### config.mk
export PLATFORM = sky130hd
export DESIGN_NAME = phfh_capture
export DESIGN_NICKNAME = d
export VERILOG_FILES = /design/src/phfh_pkg.sv /design/src/phfh_capture.sv
export SDC_FILE = /design/constraint.sdc
export NUM_CORES = 1
export LEC_CHECK = 0
export BUFFER_PORTS_ARGS = -buffer_cell sky130_fd_sc_hd__buf_2
export CORE_MARGIN = 10
export CORE_UTILIZATION = 50
export CTS_BUF_LIST = sky130_fd_sc_hd__clkbuf_8
export DETAILED_ROUTE_END_ITERATION = 8
export MAX_ROUTING_LAYER = met4
export PLACE_DENSITY_LB_ADDON = 0.08
export SETUP_SLACK_MARGIN = 0.5
export SLEW_MARGIN = 20
export SYNTH_ARGS = -nofsm -noshare
export SYNTH_HDL_FRONTEND = slang
export SYNTH_SLANG_ARGS = --single-unit
### constraint.sdc
create_clock -name clk -period 2.88 [get_ports clk]
set_clock_uncertainty 0.15 [all_clocks]
set_input_delay 0.576 -clock clk [delete_from_list [all_inputs] [get_ports clk]]
set_output_delay 0.576 -clock clk [all_outputs]
set_load 0.02 [all_outputs]
### src/phfh_pkg.sv
`default_nettype none
// Shared types and constants for the packet header field histogram.
// No dependencies; every other file of the block imports this package.
package phfh_pkg;

  // Table geometry and counter width defaults
  localparam int SMALL_DEPTH_DEF = 256;
  localparam int LARGE_DEPTH_DEF = 65536;
  localparam int COUNTER_WIDTH_DEF = 64;
  localparam int SMALL_AW = 8;
  localparam int LARGE_AW = 16;
  localparam int VALUE_WIDTH = 64;

  // Header layout, in byte positions from the Ethernet destination
  localparam logic [6:0] POS_ETYPE_HI = 7'd12;
  localparam logic [6:0] POS_ETYPE_LO = 7'd13;
  localparam logic [6:0] POS_VER_IHL = 7'd14;
  localparam logic [6:0] POS_TLEN_HI = 7'd16;
  localparam logic [6:0] POS_TLEN_LO = 7'd17;
  localparam logic [6:0] POS_IDENT_HI = 7'd18;
  localparam logic [6:0] POS_IDENT_LO = 7'd19;
  localparam logic [6:0] POS_PROTO = 7'd23;
  localparam logic [6:0] POS_MAX = 7'd127;
  localparam logic [6:0] ICMP_BASE = 7'd22;   // Ethernet header plus ICMP offset
  localparam logic [7:0] PROTO_ICMP = 8'd1;

  // Item kinds
  typedef enum logic {
    ACT_FRAME = 1'b0,
    ACT_READ  = 1'b1
  } action_t;

  // Histogram selectors
  typedef enum logic [2:0] {
    TBL_PROTO   = 3'd0,
    TBL_ETYPE   = 3'd1,
    TBL_IDENT   = 3'd2,
    TBL_VER_IHL = 3'd3,
    TBL_TLEN    = 3'd4,
    TBL_ICMP    = 3'd5
  } table_sel_t;

  // Increment request from the header parser to the tables
  typedef struct packed {
    logic                bump;
    logic [SMALL_AW-1:0] proto;
    logic [LARGE_AW-1:0] ether_type;
    logic [LARGE_AW-1:0] ident;
    logic [SMALL_AW-1:0] ver_ihl;
    logic [LARGE_AW-1:0] total_length;
    logic [SMALL_AW-1:0] icmp_byte;
  } bump_req_t;

endpackage
`default_nettype wire

### src/phfh_capture.sv
`default_nettype none
// Header parser: tracks byte position, captures the header fields and
// raises an increment request on the last byte of a complete outgoing frame.
// Depends on phfh_pkg.
module phfh_capture (
  input  wire logic              clk,
  input  wire logic              rst,
  input  wire logic              byte_take,
  input  wire logic [7:0]        frame_byte,
  input  wire logic              frame_last,
  input  wire logic              outgoing_packet,
  output phfh_pkg::bump_req_t    req
);
  import phfh_pkg::*;

  logic [6:0]  pos;
  logic [15:0] ether_type, ether_type_next;
  logic [7:0]  ver_ihl, ver_ihl_next;
  logic [15:0] total_length, total_length_next;
  logic [15:0] ident, ident_next;
  logic [7:0]  proto, proto_next;
  logic [7:0]  icmp_byte, icmp_byte_next;
  logic        icmp_seen, icmp_seen_next;
  logic [6:0]  icmp_pos;
  logic        is_icmp;
  logic        complete;

  // Locate the ICMP byte from the IHL captured earlier in this frame
  assign icmp_pos = ICMP_BASE + {1'b0, ver_ihl[3:0], 2'b00};

  // Merge the current byte into the captured fields
  always_comb begin
    ether_type_next   = ether_type;
    ver_ihl_next      = ver_ihl;
    total_length_next = total_length;
    ident_next        = ident;
    proto_next        = proto;
    icmp_byte_next    = icmp_byte;
    icmp_seen_next    = icmp_seen;
    case (pos)
      POS_ETYPE_HI: ether_type_next[15:8] = frame_byte;
      POS_ETYPE_LO: ether_type_next[7:0] = frame_byte;
      POS_VER_IHL:  ver_ihl_next = frame_byte;
      POS_TLEN_HI:  total_length_next[15:8] = frame_byte;
      POS_TLEN_LO:  total_length_next[7:0] = frame_byte;
      POS_IDENT_HI: ident_next[15:8] = frame_byte;
      POS_IDENT_LO: ident_next[7:0] = frame_byte;
      POS_PROTO:    proto_next = frame_byte;
      default: ;
    endcase
    if (pos > POS_VER_IHL && pos == icmp_pos) begin
      icmp_byte_next = frame_byte;
      icmp_seen_next = 1'b1;
    end
  end

  // Decide whether the frame ending here is counted
  assign is_icmp  = (proto_next == PROTO_ICMP);
  assign complete = (pos >= POS_PROTO) && (!is_icmp || icmp_seen_next);

  always_comb begin
    req.bump         = byte_take && frame_last && outgoing_packet && complete;
    req.proto        = proto_next;
    req.ether_type   = ether_type_next;
    req.ident        = ident_next;
    req.ver_ihl      = ver_ihl_next;
    req.total_length = total_length_next;
    req.icmp_byte    = is_icmp ? icmp_byte_next : '0;
  end

  // Advance position and hold captures on every accepted frame byte
  always_ff @(posedge clk) begin
    if (rst) begin
      pos          <= '0;
      ether_type   <= '0;
      ver_ihl      <= '0;
      total_length <= '0;
      ident        <= '0;
      proto        <= '0;
      icmp_byte    <= '0;
      icmp_seen    <= 1'b0;
    end else if (byte_take) begin
      ether_type   <= ether_type_next;
      ver_ihl      <= ver_ihl_next;
      total_length <= total_length_next;
      ident        <= ident_next;
      proto        <= proto_next;
      icmp_byte    <= icmp_byte_next;
      if (frame_last) begin
        pos       <= '0;
        icmp_seen <= 1'b0;
      end else begin
        icmp_seen <= icmp_seen_next;
        if (pos < POS_MAX) begin
          pos <= pos + 7'd1;
        end
      end
    end
  end

endmodule
`default_nettype wire

# Word level (Yosys, flattened, before mapping)
# Index checks and enable logic that the tools add are counted.
[totals]
regBits = 80
output_inout_bits = 73
wordCells = 46
[classes]
addsub = 2
magnitude_cmp = 3
eq_ne = 10
n_mux = 14
reduce_logical = 9
[ops]
columns = ["operator", "n"]
rows = [
  ["$mux W8", 10],
  ["$eq A7 B5 Y1 const B", 5],
  ["$eq A7 B4 Y1 const B", 3],
  ["$mux W7", 2],
  ["$eq A8 B1 Y1 const B", 1],
  ["$add A5 B6 Y7 const A", 1],
  ["$add A7 B1 Y7 const B", 1],
  ["$eq A7 B7 Y1", 1],
  ["$ge A7 B5 Y1 const B", 1],
  ["$gt A7 B4 Y1 const B", 1],
  ["$lt A7 B7 Y1 const B", 1],
  ["$logic_and A1 B1 Y1", 5],
  ["$mux W1", 2],
  ["$reduce_and A2 Y1", 1],
  ["$reduce_bool A2 Y1", 1],
  ["$logic_not A1 Y1", 1],
  ["$logic_or A1 B1 Y1", 1],
]

# Longest topological paths before layout
# Gate-level depths: netlist of run 1.
[logic_depth]
ltp_word = 7
ltp_mapped = 8
depth_no_buf = 6

# Worst setup path before layout of run 1
# Ideal clock, no wire load.
[synth_path]
kind = "flip-flop to output port"
startpoint = "reg pos[0]"
endpoint = "out req[5] (netlist name)"
arrival_ns = 1.990
path_slack_ns = 0.164
path_stages_with_launch = 9
path_buffers = 2
path_cell_list = "dfxtp_1 ha_1 nor4bb_1 clkbuf_1 nand4_1 nand2_1 buf_4 nand2_1 mux2i_1"
[synth_lines]
columns = ["element", "line_no", "rtl"]
rows = [
  ["start: declaration", "phfh_capture.sv:16", "logic [6:0] pos;"],
  ["start signal: assignment", "phfh_capture.sv:95", "pos <= pos + 7'd1;"],
  ["end: declaration", "phfh_capture.sv:12", "output phfh_pkg::bump_req_t req"],
]

==> results of run 1 <==
[layout by cell type (no fill, tap or decap), types with 4 or more instances in the layout]
master                     count
sky130_fd_sc_hd__nand3_2       6
sky130_fd_sc_hd__clkbuf_8      9
sky130_fd_sc_hd__dfxtp_1      71
sky130_fd_sc_hd__buf_4        39
sky130_fd_sc_hd__nand2_1      33
sky130_fd_sc_hd__buf_2        13
sky130_fd_sc_hd__inv_1         4
sky130_fd_sc_hd__mux2_4       64
sky130_fd_sc_hd__o21ai_0       4
sky130_fd_sc_hd__mux2i_4       7
sky130_fd_sc_hd__mux2i_1      72
sky130_fd_sc_hd__dfxtp_4       8
sky130_fd_sc_hd__buf_6        87
sky130_fd_sc_hd__ha_4          4
sky130_fd_sc_hd__nor2_1       75
sky130_fd_sc_hd__a21oi_1       8
sky130_fd_sc_hd__nand2_8       6
sky130_fd_sc_hd__nand3_1       4
sky130_fd_sc_hd__nand2_4       5
sky130_fd_sc_hd__nor3_1        5
[per-stage QoR]
stage | cells | hold slack (ns) | utilization (%) | TNS (ns) | power (mW)
finish | 694 | 0.316 | 76.9 | -0.267 | 2.18
global route | 694 | 0.345 | 76.9 | -0.931 | 2.24
CTS | 678 | 0.319 | 68.0 | -0.309 | 2.17
detailed placement | 639 | 0.304 | 58.8 | 0 | 1.24
global placement | 639 | 0.292 | 58.8 | 0 | 1.24
floorplan | 466 | 0.285 | - | 0 | 1.20
[what timing repair did]
action	CTS	global route
cloned	1	0
setup buffers	23	16
pin swaps	12	10
endpoints found under the setup margin	73	73
hold buffers	0	0
resized for setup	102	183
[worst min-delay path, stage by stage (launching register included)]
cell,delay (ns)
sky130_fd_sc_hd__dfxtp_1,0.32
sky130_fd_sc_hd__nand2_1,0.05
sky130_fd_sc_hd__mux2i_1,0.05
[power by group through the flow]
stage | Sequential, mW | Clock (mW) | Combinational, mW
2_1_floorplan | 1.13 | 0 | 0.0703
3_3_place_gp | 1.13 | 0 | 0.109
3_5_place_dp | 1.13 | 0 | 0.109
4_1_cts | 1.10 | 0.947 | 0.121
5_1_grt | 1.10 | 0.988 | 0.154
6_report | 1.10 | 0.935 | 0.145
[area by class of cell]
cell class              count  area share [%]
clock inverters             6            1.39
well taps                 108            2.04
clock buffers               9            1.87
inverters                   7           0.471
multi-input cells         341            48.4
repair buffers            143            21.3
flip-flops and latches     80            24.6
[sequential cells by signal (all words and copies together) (netlist names)]
register      cells
icmp_byte         8
total_length     16
ver_ihl           8
pos               7
ether_type       16
proto             8
ident            16
icmp_seen         1
[routing by layer]
layer / share of wire [%] / wire (um) / GRT usage, %
met5: 0 / 0 / -
met4: 1.7 / 237 / 6.35
met3: 4.7 / 640 / 3.46
met2: 50 / 6780 / 31.8
met1: 44 / 6030 / 23.5
[final timing paths]
kind	cells past startpoint	startpoint	endpoint	slack (ns)
setup reg to reg	11	pos[5]$_SDFFE_PP0P_	ether_type[3]$_SDFFE_PP0P_	0.66
setup / recovery	6	proto[7]$_SDFFE_PP0P_	req[5]	-0.05
hold / removal	2	icmp_byte[0]$_SDFFE_PP0P_	icmp_byte[0]$_SDFFE_PP0P_	0.32
hold reg to reg	2	icmp_byte[0]$_SDFFE_PP0P_	icmp_byte[0]$_SDFFE_PP0P_	0.32
[cells by family after synthesis]
family / after synthesis / share of synthesized area, %
AOI/OAI and AO/OA: 28 / 4.51
DFF: 80 / 36.6
and+or+nand+nor: 159 / 17.6
adders and majority gates: 5 / 1.43
muxes: 143 / 34.5
buffers and inverters: 46 / 4.40
xor gates and xnor gates: 5 / 1.00
==> results.env, run 1 <==
SYNTH.TOP_CELLS.BY_COUNT='sky130_fd_sc_hd__dfxtp_1 (80), sky130_fd_sc_hd__mux2i_1 (79), sky130_fd_sc_hd__nor2_1 (75)'
DIE_WIDTH_UM=114
DIEHEIGHT_UM=114
SETUP.WORST_PATH.END_CLASS='output pin'
HOLD_PATH_CLASS='reg -> reg'
POWER_DENSITY_nW_PER_UM2=329
PATH_CELLS='or4b_1, a211o_4, nand2_4, nand2_1, mux2i_4, buf_6'
GRT_PASS1_WL_MM=19.9
YOSYSUNIQUECELLTYPES=48
POSTLAYOUTSETUPSLACKWORST_NS=-0.0528
HOLD_VIOL_FINAL=0
INTERNAL_POWER_mW=1.64
POST_ROUTE_CELLS_DRIVE_ABOVE_1_SHARE_PCT=48.0
POSTLAYOUTCELLAREA_UM2=6640
NETLIST_AREA_UM2=4380
FINAL_NETS=600
ROUTABILITYCONGESTION=0.868
YS.FLOP_TYPE='sky130_fd_sc_hd__dfxtp_1'
SYNTH_ENABLE_FLOP_CELLS=0
GRT_START_MAX_NET_PINS=72
SYNTH.MOST_COMMON_CELL='sky130_fd_sc_hd__dfxtp_1'
TOTALWIRELENGTH_MM=13.7
FLOORPLAN.IO_PINS=86
CP_MAX_FO=8
TIGHTEST_SLEW_NS=0.773
YOSYSWARNINGCOUNT=0
CP_LAUNCH_TYPE='flip-flop'
VDD_DROP_MAX_V=0.000313
CP_SLOWEST_CELL='sky130_fd_sc_hd__or4b_1'
POWER.CLOCK.FRACTION_PCT=42.8
WORST-ENDPOINT-REQUIRED_NS=2.15
PLACEMENT_ROWS=34
DRTITER0DRC=172
POWER_SWITCHING_SHARE_PCT=24.9
ARRIVAL_NS=2.21
YS_ASYNC_SR_FRACTION_PCT=0
DETAILEDPLACEMENTHPWL_MM=7.93
GRT_PASS1_VIAS=3873
MAXCAPVIOLATIONS=0
PORT_BUFFERS=85
DETAILEDROUTE.FIRSTPASSITERATIONCOUNT=4
NUM-FILL-CELLS=563
WORSTSKEWPAIRLATENCY_NS=0.35
REGISTER_AREA_SHARE_AFTER_SYNTHESIS_PCT=36.6
RUN_STATUS='complete, but fails checks'
ROUTE.VIAS.TOTAL=3910
SYNTH_FP_NETS=484
TIMING.SETUP.CRITICAL_PATH_CLASS='reg -> out'
CRITICAL_PATH.TOP_DELAY_FAMILY='simple AND/OR/NAND/NOR gates'
POST_SYNTH.CELL_AREA_AVG_UM2=9.40
SYNTH_TOP_CELL_BY_AREA='sky130_fd_sc_hd__dfxtp_1'
HTREE_LEVELS=3
SYNTH_TOP_CELLS_BY_AREA='sky130_fd_sc_hd__dfxtp_1 (37%), sky130_fd_sc_hd__mux2i_1 (18%), sky130_fd_sc_hd__mux2_2 (16%)'
DRV_SLEW=0
SEQ_AREA_UM2=1630
GLOBAL_ROUTE.OVERFLOW_TOTAL=0
GRT_ANTENNA_BEFORE_REPAIR=0
INITIAL_CORE_UTIL_PCT=50.7
CELL_COUNT_AFTER_SYNTHESIS=466
AREAGROWTHSYNTHTOFINISH_PCT=51.5
MAX_CLOCK_FREQ_MHz=341
YOSYSTOPAREACELLSHARE_PCT=36.6
FAILED_CHECKS='negative setup slack'
WIRE_LENGTH_PER_CELL_AFTER_DETAILED_ROUTING_UM=19.7
POSTPLACECELLAREA_UM2=5080
YS_SEQ_ELEMENTS=80
CORE_UM2=8640
CLK_PIN_SLEW_NS=0.09
ANTENNA_CELLS_INSERTED=0
LEAKAGEPOWER_nW=3.29
AREA_ENCLOSED_BY_THE_DIE_BOUNDARY_UM2=12900
RSZ_0062_RAISED_AFTER_GLOBAL_ROUTING='true'
POWER.NET_SWITCHING_mW=0.544
LAYOUT_WORST_PATH_CYCLE_SHARE_PCT=102
WORST_PATH_LARGEST_CELL_DELAY_NS=0.56
ROUTED_VIAS_INST=5.63
ROUTE.ANTENNA.REMAINING_NETS=0
MULTI_INPUT_COMB_AREA_UM2=3210
TRITONCTS_BUFFER_COUNT=9
PERIOD_MINUS_SLACK_NS=2.93
GROUTE.USAGE.OVERALL_PCT=19.4
CTS_MAX_PATH_BUFFERS=2
WORST-PATH-BUF-INV=1
POWER_FRAC_COMB_PCT=6.7
MAX-SLEW-MARGIN-REL_PCT=48.5
FINALSETUPVIOLATIONS=8
CLK_ROOT_BUFFER_CELL='sky130_fd_sc_hd__clkbuf_8'
SEQUENTIALPOWERSHARE_PCT=50.5
DRCVIOLATIONCOUNT=0
CTS_TREE='yes'
DPL_WORST_SLACK_NS=0.0482
CTS_SINKS=80
No activity file was read; power rests on OpenSTA's default activity.
==> inputs of run 2 (changes only) <==
- MAX_ROUTING_LAYER: met4 -> unset
==> run 2 against run 1 <==
Net effect: the run still ends with negative setup slack left; die area unchanged; critical endpoint unchanged; highest routed layer unchanged; clock-buffer cell count is the same; combinational power hardly changed; largest power group unchanged.
==> results.env, run 2 (same netlist as run 1, synthesis figures left out) <==
ANTENNA_CELLS_INSERTED=0
SETUP.WORST_PATH.END_CLASS='output pin'
FAILED_CHECKS='negative setup slack'
GRT_PASS1_WL_MM=19.9
FLOORPLAN.IO_PINS=86
ARRIVAL_NS=2.20
WIRE_LENGTH_PER_CELL_AFTER_DETAILED_ROUTING_UM=19.7
CLK_ROOT_BUFFER_CELL='sky130_fd_sc_hd__clkbuf_8'
DIE_WIDTH_UM=114
POST_ROUTE_CELLS_DRIVE_ABOVE_1_SHARE_PCT=48.0
CORE_UM2=8640
POWER_FRAC_COMB_PCT=6.7
INTERNAL_POWER_mW=1.64
POWER.CLOCK.FRACTION_PCT=42.9
WORSTSKEWPAIRLATENCY_NS=0.35
MAX_CLOCK_FREQ_MHz=342
POWER_SWITCHING_SHARE_PCT=25.0
HOLD_PATH_CELL_CNT=2
WORST_PATH_LARGEST_CELL_DELAY_NS=0.56
TOTALWIRELENGTH_MM=13.6
FINAL_NETS=599
FIN_HOLD_WS_NS=0.314
DRV_SLEW=0
HOLD_PATH_CLASS='reg -> reg'
PATH_CELLS='or4b_1, a211o_4, nand2_4, nand2_1, mux2i_4, buf_6'
FINALSETUPVIOLATIONS=9
LAYOUT_WORST_PATH_CYCLE_SHARE_PCT=102
DPL_WORST_SLACK_NS=0.0482
LEAKAGEPOWER_nW=3.28
MAX-SLEW-MARGIN-REL_PCT=48.9
CTS_TREE='yes'
RUN_STATUS='complete, but fails checks'
GROUTE.USAGE.OVERALL_PCT=18.8
PLACEMENT_ROWS=34
GRT_START_MAX_NET_PINS=72
PORT_BUFFERS=85
DRCVIOLATIONCOUNT=0
HTREE_LEVELS=3
FIN_SETUP_TNS_NS=-0.277
POSTLAYOUTCELLAREA_UM2=6630
RSZ_0062_RAISED_AFTER_GLOBAL_ROUTING='true'
ROUTE.VIAS.TOTAL=3913
CTS_HOLD_REPAIR.BUFFERS=0
POSTLAYOUTSETUPSLACKWORST_NS=-0.0449
POWER_DENSITY_nW_PER_UM2=329
SEQUENTIALPOWERSHARE_PCT=50.5
FIN_TOTAL_PWR_mW=2.18
SEQ_AREA_UM2=1630
MOST-COMMON-LAYOUT-CELLS='sky130_fd_sc_hd__buf_6 (84), sky130_fd_sc_hd__nor2_1 (75), sky130_fd_sc_hd__mux2i_1 (72)'
GLOBAL_ROUTE.OVERFLOW_TOTAL=0
INITIAL_CORE_UTIL_PCT=50.7
WORST-ENDPOINT-REQUIRED_NS=2.15
DETAILEDROUTE.FIRSTPASSITERATIONCOUNT=5
REG.LARGEST.LIST='ether_type (16), ident (16), total_length (16)'
WORST-PATH-BUF-INV=1
TIMING.SETUP.CRITICAL_PATH_CLASS='reg -> out'
NUM-FILL-CELLS=571
AREAGROWTHSYNTHTOFINISH_PCT=51.3
CRITICAL_PATH.TOP_DELAY_FAMILY='simple AND/OR/NAND/NOR gates'
POWER.NET_SWITCHING_mW=0.545
GRT_PASS1_VIAS=3863
ROUTABILITYCONGESTION=0.855
MAXCAPVIOLATIONS=0
DETAILEDPLACEMENTHPWL_MM=7.93
HOLD_VIOL_FINAL=0
CLK_PIN_SLEW_NS=0.08
CTS_SINKS=80
TIMING.CRITICAL_PATH.DEPTH=6
DIEHEIGHT_UM=114
CTS_MAX_PATH_BUFFERS=2
R2R.WORST_PATH.CELLS=11
CP_SLOWEST_CELL='sky130_fd_sc_hd__or4b_1'
GRT_ANTENNA_BEFORE_REPAIR=0
TRITONCTS_BUFFER_COUNT=9
MULTI_INPUT_COMB_AREA_UM2=3210
AREA_ENCLOSED_BY_THE_DIE_BOUNDARY_UM2=12900
POSTPLACECELLAREA_UM2=5080
VDD_DROP_MAX_V=0.000314
ROUTED_VIAS_INST=5.65
CP_LAUNCH_TYPE='flip-flop'
DRTITER0DRC=187
CP_MAX_FO=8
MOST_COMMON_CELL_AFTER_LAYOUT_FILL_AND_TAPS_ASIDE='sky130_fd_sc_hd__buf_6'
TIGHTEST_SLEW_NS=0.767
PERIOD_MINUS_SLACK_NS=2.92
ROUTE.ANTENNA.REMAINING_NETS=0
-- run 2: cell types whose count changed in the layout (fill, tap and decap cells not counted), sizes merged --
cell,delta
buf,-1
-- run 2: worst min-delay path, cell delays in order, from the launching register on --
cell                      delay, ns
sky130_fd_sc_hd__dfxtp_1       0.32
sky130_fd_sc_hd__nand2_1       0.05
sky130_fd_sc_hd__mux2i_1       0.05
-- run 2: final timing paths --
check,startpoint,end,slack [ns]
worst max register to register,pos[5]$_SDFFE_PP0P_,ether_type[3]$_SDFFE_PP0P_,0.68
worst min register to register,icmp_byte[2]$_SDFFE_PP0P_,icmp_byte[2]$_SDFFE_PP0P_,0.31
worst min-delay path,icmp_byte[2]$_SDFFE_PP0P_,icmp_byte[2]$_SDFFE_PP0P_,0.31
worst max-delay path,proto[7]$_SDFFE_PP0P_,req[5],-0.04
-- run 2: timing repair --
item	4_1_cts	5_1_grt
endpoints found under the setup margin	73	73
resized for setup	102	183
cloned	1	0
pin swaps	12	8
setup buffers	23	15
-- run 2: final cells by class --
| class | instances | share of cell area (%) |
|---|---|---|
| inverter | 7 | 0.472 |
| clock inverter | 6 | 1.40 |
| sequential | 80 | 24.6 |
| tap | 108 | 2.04 |
| multi-input combinational | 341 | 48.5 |
| timing repair buffer | 142 | 21.1 |
| clock buffer | 9 | 1.87 |
-- run 2: layer usage --
layer / part of all wire [%] / routed length (um) / GRT usage, % / vias to the layer above
met5: 0 / 0 / 0 / -
met4: 2.5 / 340 / 6.35 / 0
met3: 5.2 / 711 / 4.15 / 26
met2: 49 / 6690 / 31.8 / 112
met1: 43 / 5880 / 23.0 / 1931
li1: - / - / - / 1844
-- run 2: stage by stage --
step / utilization [%] / cells
6_report: 76.8 / 693
5_1_grt: 76.8 / 693
3_5_place_dp: 58.8 / 639
2_1_floorplan: - / 466
3_3_place_gp: 58.8 / 639
4_1_cts: 68.0 / 678
-- run 2: power groups by stage --
stage	clock (mW)	sequential (mW)	combinational [mW]
2_1_floorplan	0	1.13	0.0703
3_3_place_gp	0	1.13	0.109
3_5_place_dp	0	1.13	0.109
4_1_cts	0.947	1.10	0.121
5_1_grt	0.988	1.10	0.154
6_report	0.936	1.10	0.145
==> inputs of run 3 (changes only) <==
- BUFFER_PORTS_ARGS: -buffer_cell sky130_fd_sc_hd__buf_2 -> -buffer_cell sky130_fd_sc_hd__buf_4
- CTS_BUF_LIST: sky130_fd_sc_hd__clkbuf_8 -> unset
==> run 3 against run 2 <==
Net effect: wire length is 4.9% higher; core utilization up 0.85 points; critical path depth up 2; cell count grew 1.4%; the flow still finishes with violations (negative setup slack); via count rose by 2.4%; hold slack better by 0.0050 ns; sequential cell count did not move; first-iteration DRC count increased by 8.0%; combinational power increased by 8%.
==> results.env, run 3 (same netlist as run 1, synthesis figures left out) <==
RUN_STATUS='complete, but fails checks'
FAILED_CHECKS='negative setup slack'
FIN_TOTAL_PWR_mW=2.08
CRIT-REG2REG-LAUNCH='pos[5]$_SDFFE_PP0P_'
CTS_TREE='yes'
TIMING.SETUP.CRITICAL_PATH_CLASS='reg -> out'
GROUTE.USAGE.OVERALL_PCT=20.9
FIN_SETUP_TNS_NS=-0.440
DRV_SLEW=0
WORST-PATH-BUF-INV=2
HOLD_PATH_CELL_CNT=2
MAXCAPVIOLATIONS=0
POST_ROUTE_UTILIZATION_PCT=77.6
DIEHEIGHT_UM=114
PERIOD_MINUS_SLACK_NS=2.95
DPL_WORST_SLACK_NS=0.0706
POWER_FRAC_COMB_PCT=7.5
DRCVIOLATIONCOUNT=0
VDD_DROP_MAX_V=0.000289
MAX_CLOCK_FREQ_MHz=339
GRT_ANTENNA_BEFORE_REPAIR=0
CTS_HOLD_REPAIR.BUFFERS=0
ROUTE.ANTENNA.REMAINING_NETS=0
CRIT-REG2REG-CAPTURE='ident[7]$_SDFFE_PP0P_'
DIE_WIDTH_UM=114
PLACEMENT_ROWS=34
SETUP.WORST_PATH.END_CLASS='output pin'
ROUTE.VIAS.TOTAL=4006
AREA_ENCLOSED_BY_THE_DIE_BOUNDARY_UM2=12900
HOLD_PATH_CLASS='reg -> reg'
MAX-SLEW-MARGIN-REL_PCT=64.4
CP_LAUNCH_TYPE='flip-flop'
POWER.NET_SWITCHING_mW=0.534
ARRIVAL_NS=2.22
LEAKAGEPOWER_nW=3.31
RSZ_0062_RAISED_AFTER_GLOBAL_ROUTING='true'
MOST_COMMON_CELL_AFTER_LAYOUT_FILL_AND_TAPS_ASIDE='sky130_fd_sc_hd__nor2_1'
PORT_BUFFERS=85
TOTALWIRELENGTH_MM=14.3
REG.LARGEST.LIST='ether_type (16), ident (16), total_length (16)'
LAYOUT_WORST_PATH_CYCLE_SHARE_PCT=102
FINAL_NETS=608
POST_ROUTE_CELLS_DRIVE_ABOVE_1_SHARE_PCT=49.1
CTS_SINKS=80
POWER_DENSITY_nW_PER_UM2=310
WORSTSKEWPAIRLATENCY_NS=0.35
POSTLAYOUTCELLAREA_UM2=6710
DETAILEDROUTE.FIRSTPASSITERATIONCOUNT=5
POSTLAYOUTSETUPSLACKWORST_NS=-0.0706
CLK_PIN_SLEW_NS=0.09
TIGHTEST_SLEW_NS=0.532
HTREE_LEVELS=3
SEQUENTIALPOWERSHARE_PCT=52.9
R2R.WORST_PATH.CELLS=7
WORST_PATH_LARGEST_CELL_DELAY_NS=0.36
CRITICAL_PATH.TOP_DELAY_FAMILY='simple AND/OR/NAND/NOR gates'
MULTI_INPUT_COMB_AREA_UM2=3220
CORE_UM2=8640
SEQ_AREA_UM2=1630
TRITONCTS_BUFFER_COUNT=9
INITIAL_CORE_UTIL_PCT=50.7
CP_MAX_FO=5
HOLD_VIOL_FINAL=0
DRTITER0DRC=202
GRT_START_MAX_NET_PINS=38
FINALSETUPVIOLATIONS=8
WORST-ENDPOINT-REQUIRED_NS=2.15
ROUTABILITYCONGESTION=0.827
GRT_PASS1_WL_MM=21.9
ROUTED_VIAS_INST=5.70
POSTPLACECELLAREA_UM2=5280
AREAGROWTHSYNTHTOFINISH_PCT=53.0
ANTENNA_CELLS_INSERTED=0
CLK_ROOT_BUFFER_CELL='sky130_fd_sc_hd__clkbuf_8'
DETAILEDPLACEMENTHPWL_MM=8.12
CTS_MAX_PATH_BUFFERS=2
FLOORPLAN.IO_PINS=86
WIRE_LENGTH_PER_CELL_AFTER_DETAILED_ROUTING_UM=20.3
MOST-COMMON-LAYOUT-CELLS='sky130_fd_sc_hd__nor2_1 (74), sky130_fd_sc_hd__buf_6 (73), sky130_fd_sc_hd__mux2i_1 (72)'
WHS_ENDPOINT='icmp_byte[7]$_SDFFE_PP0P_'
POWER_SWITCHING_SHARE_PCT=25.7
CP_SLOWEST_CELL='sky130_fd_sc_hd__dfxtp_4'
MIN-DELAY-START='icmp_byte[7]$_SDFFE_PP0P_'
NUM-FILL-CELLS=546
POWER.CLOCK.FRACTION_PCT=39.5
GRT_PASS1_VIAS=3975
R2R_SLACK_NS=0.71
GLOBAL_ROUTE.OVERFLOW_TOTAL=0
PATH_CELLS='ha_4, and3b_1, o21a_1, or3_4, nand3_4, buf_12, mux2i_4, buf_6'
INTERNAL_POWER_mW=1.55
==> run 3: cell types whose count changed in the layout (fill, tap and decap cells not counted), moves of 4 or more <==
cell                     previous run  this run
sky130_fd_sc_hd__buf_12             3         7
sky130_fd_sc_hd__mux2_4            64        60
sky130_fd_sc_hd__buf_4             40        70
sky130_fd_sc_hd__buf_2             13         0
sky130_fd_sc_hd__buf_6             84        73
sky130_fd_sc_hd__mux2_2             0         4
==> run 3: worst reg2reg max path, stage by stage, from the launching register on <==
cell                       delay [ns]
sky130_fd_sc_hd__dfxtp_2         0.36
sky130_fd_sc_hd__buf_6           0.14
sky130_fd_sc_hd__nor4bb_4        0.33
sky130_fd_sc_hd__buf_4           0.18
sky130_fd_sc_hd__buf_6           0.13
sky130_fd_sc_hd__nand3_1         0.37
sky130_fd_sc_hd__mux2i_1         0.32
sky130_fd_sc_hd__nor2_1          0.06
==> run 3: what timing repair did <==
action,in CTS,in global routing
endpoints found under the hold margin,0,0
pin swaps,16,9
endpoints found under the setup margin,73,73
setup buffers,36,12
resized for setup,192,7
gates cloned,1,0
==> run 3: cell type report <==
class / count / share of cell area (%)
multi-input combinational: 341 / 48.1
sequential: 80 / 24.3
timing repair buffer: 151 / 22.2
clock buffer: 12 / 2.48
tap: 108 / 2.02
inverter: 7 / 0.467
clock inverter: 4 / 0.392
==> run 3: how the worst max path moves through the flow <==
stage | slack, ns | startpoint | cells after the start | end
after floorplan | 0.39 | ver_ihl[0]$_SDFFE_PP0P_ | 6 | req[0]
after global placement | 0.06 | pos[0]$_SDFFE_PP0P_ | 8 | req[7]
after detailed placement | 0.07 | pos[0]$_SDFFE_PP0P_ | 8 | req[5]
after CTS | -0.05 | ver_ihl[0]$_SDFFE_PP0P_ | 8 | req[5]
after global routing | -0.13 | ver_ihl[0]$_SDFFE_PP0P_ | 8 | req[5]
final | -0.07 | ver_ihl[1]$_SDFFE_PP0P_ | 8 | req[5]
==> run 3: per-layer routing <==
metal  routed length, um  up-vias  global-route usage [%]
met5                   0        -                       0
met4                 216        0                    5.41
met3                 916       23                    5.30
met2                7330      131                    36.0
met1                5840     1994                    25.1
li1                    -     1858                       -
==> run 3: per-stage QoR <==
stage | hold WS, ns | std cells
finish | 0.319 | 703
global route | 0.350 | 703
CTS | 0.317 | 691
detailed placement | 0.307 | 638
global placement | 0.293 | 638
floorplan | 0.285 | 466
==> run 3: power by group through the flow <==
stage	Combinational [mW]	Clock [mW]	Sequential (mW)
finish	0.157	0.822	1.10
global route	0.164	0.874	1.10
CTS	0.142	0.822	1.10
detailed placement	0.115	0	1.13
global placement	0.115	0	1.13
floorplan	0.0703	0	1.13
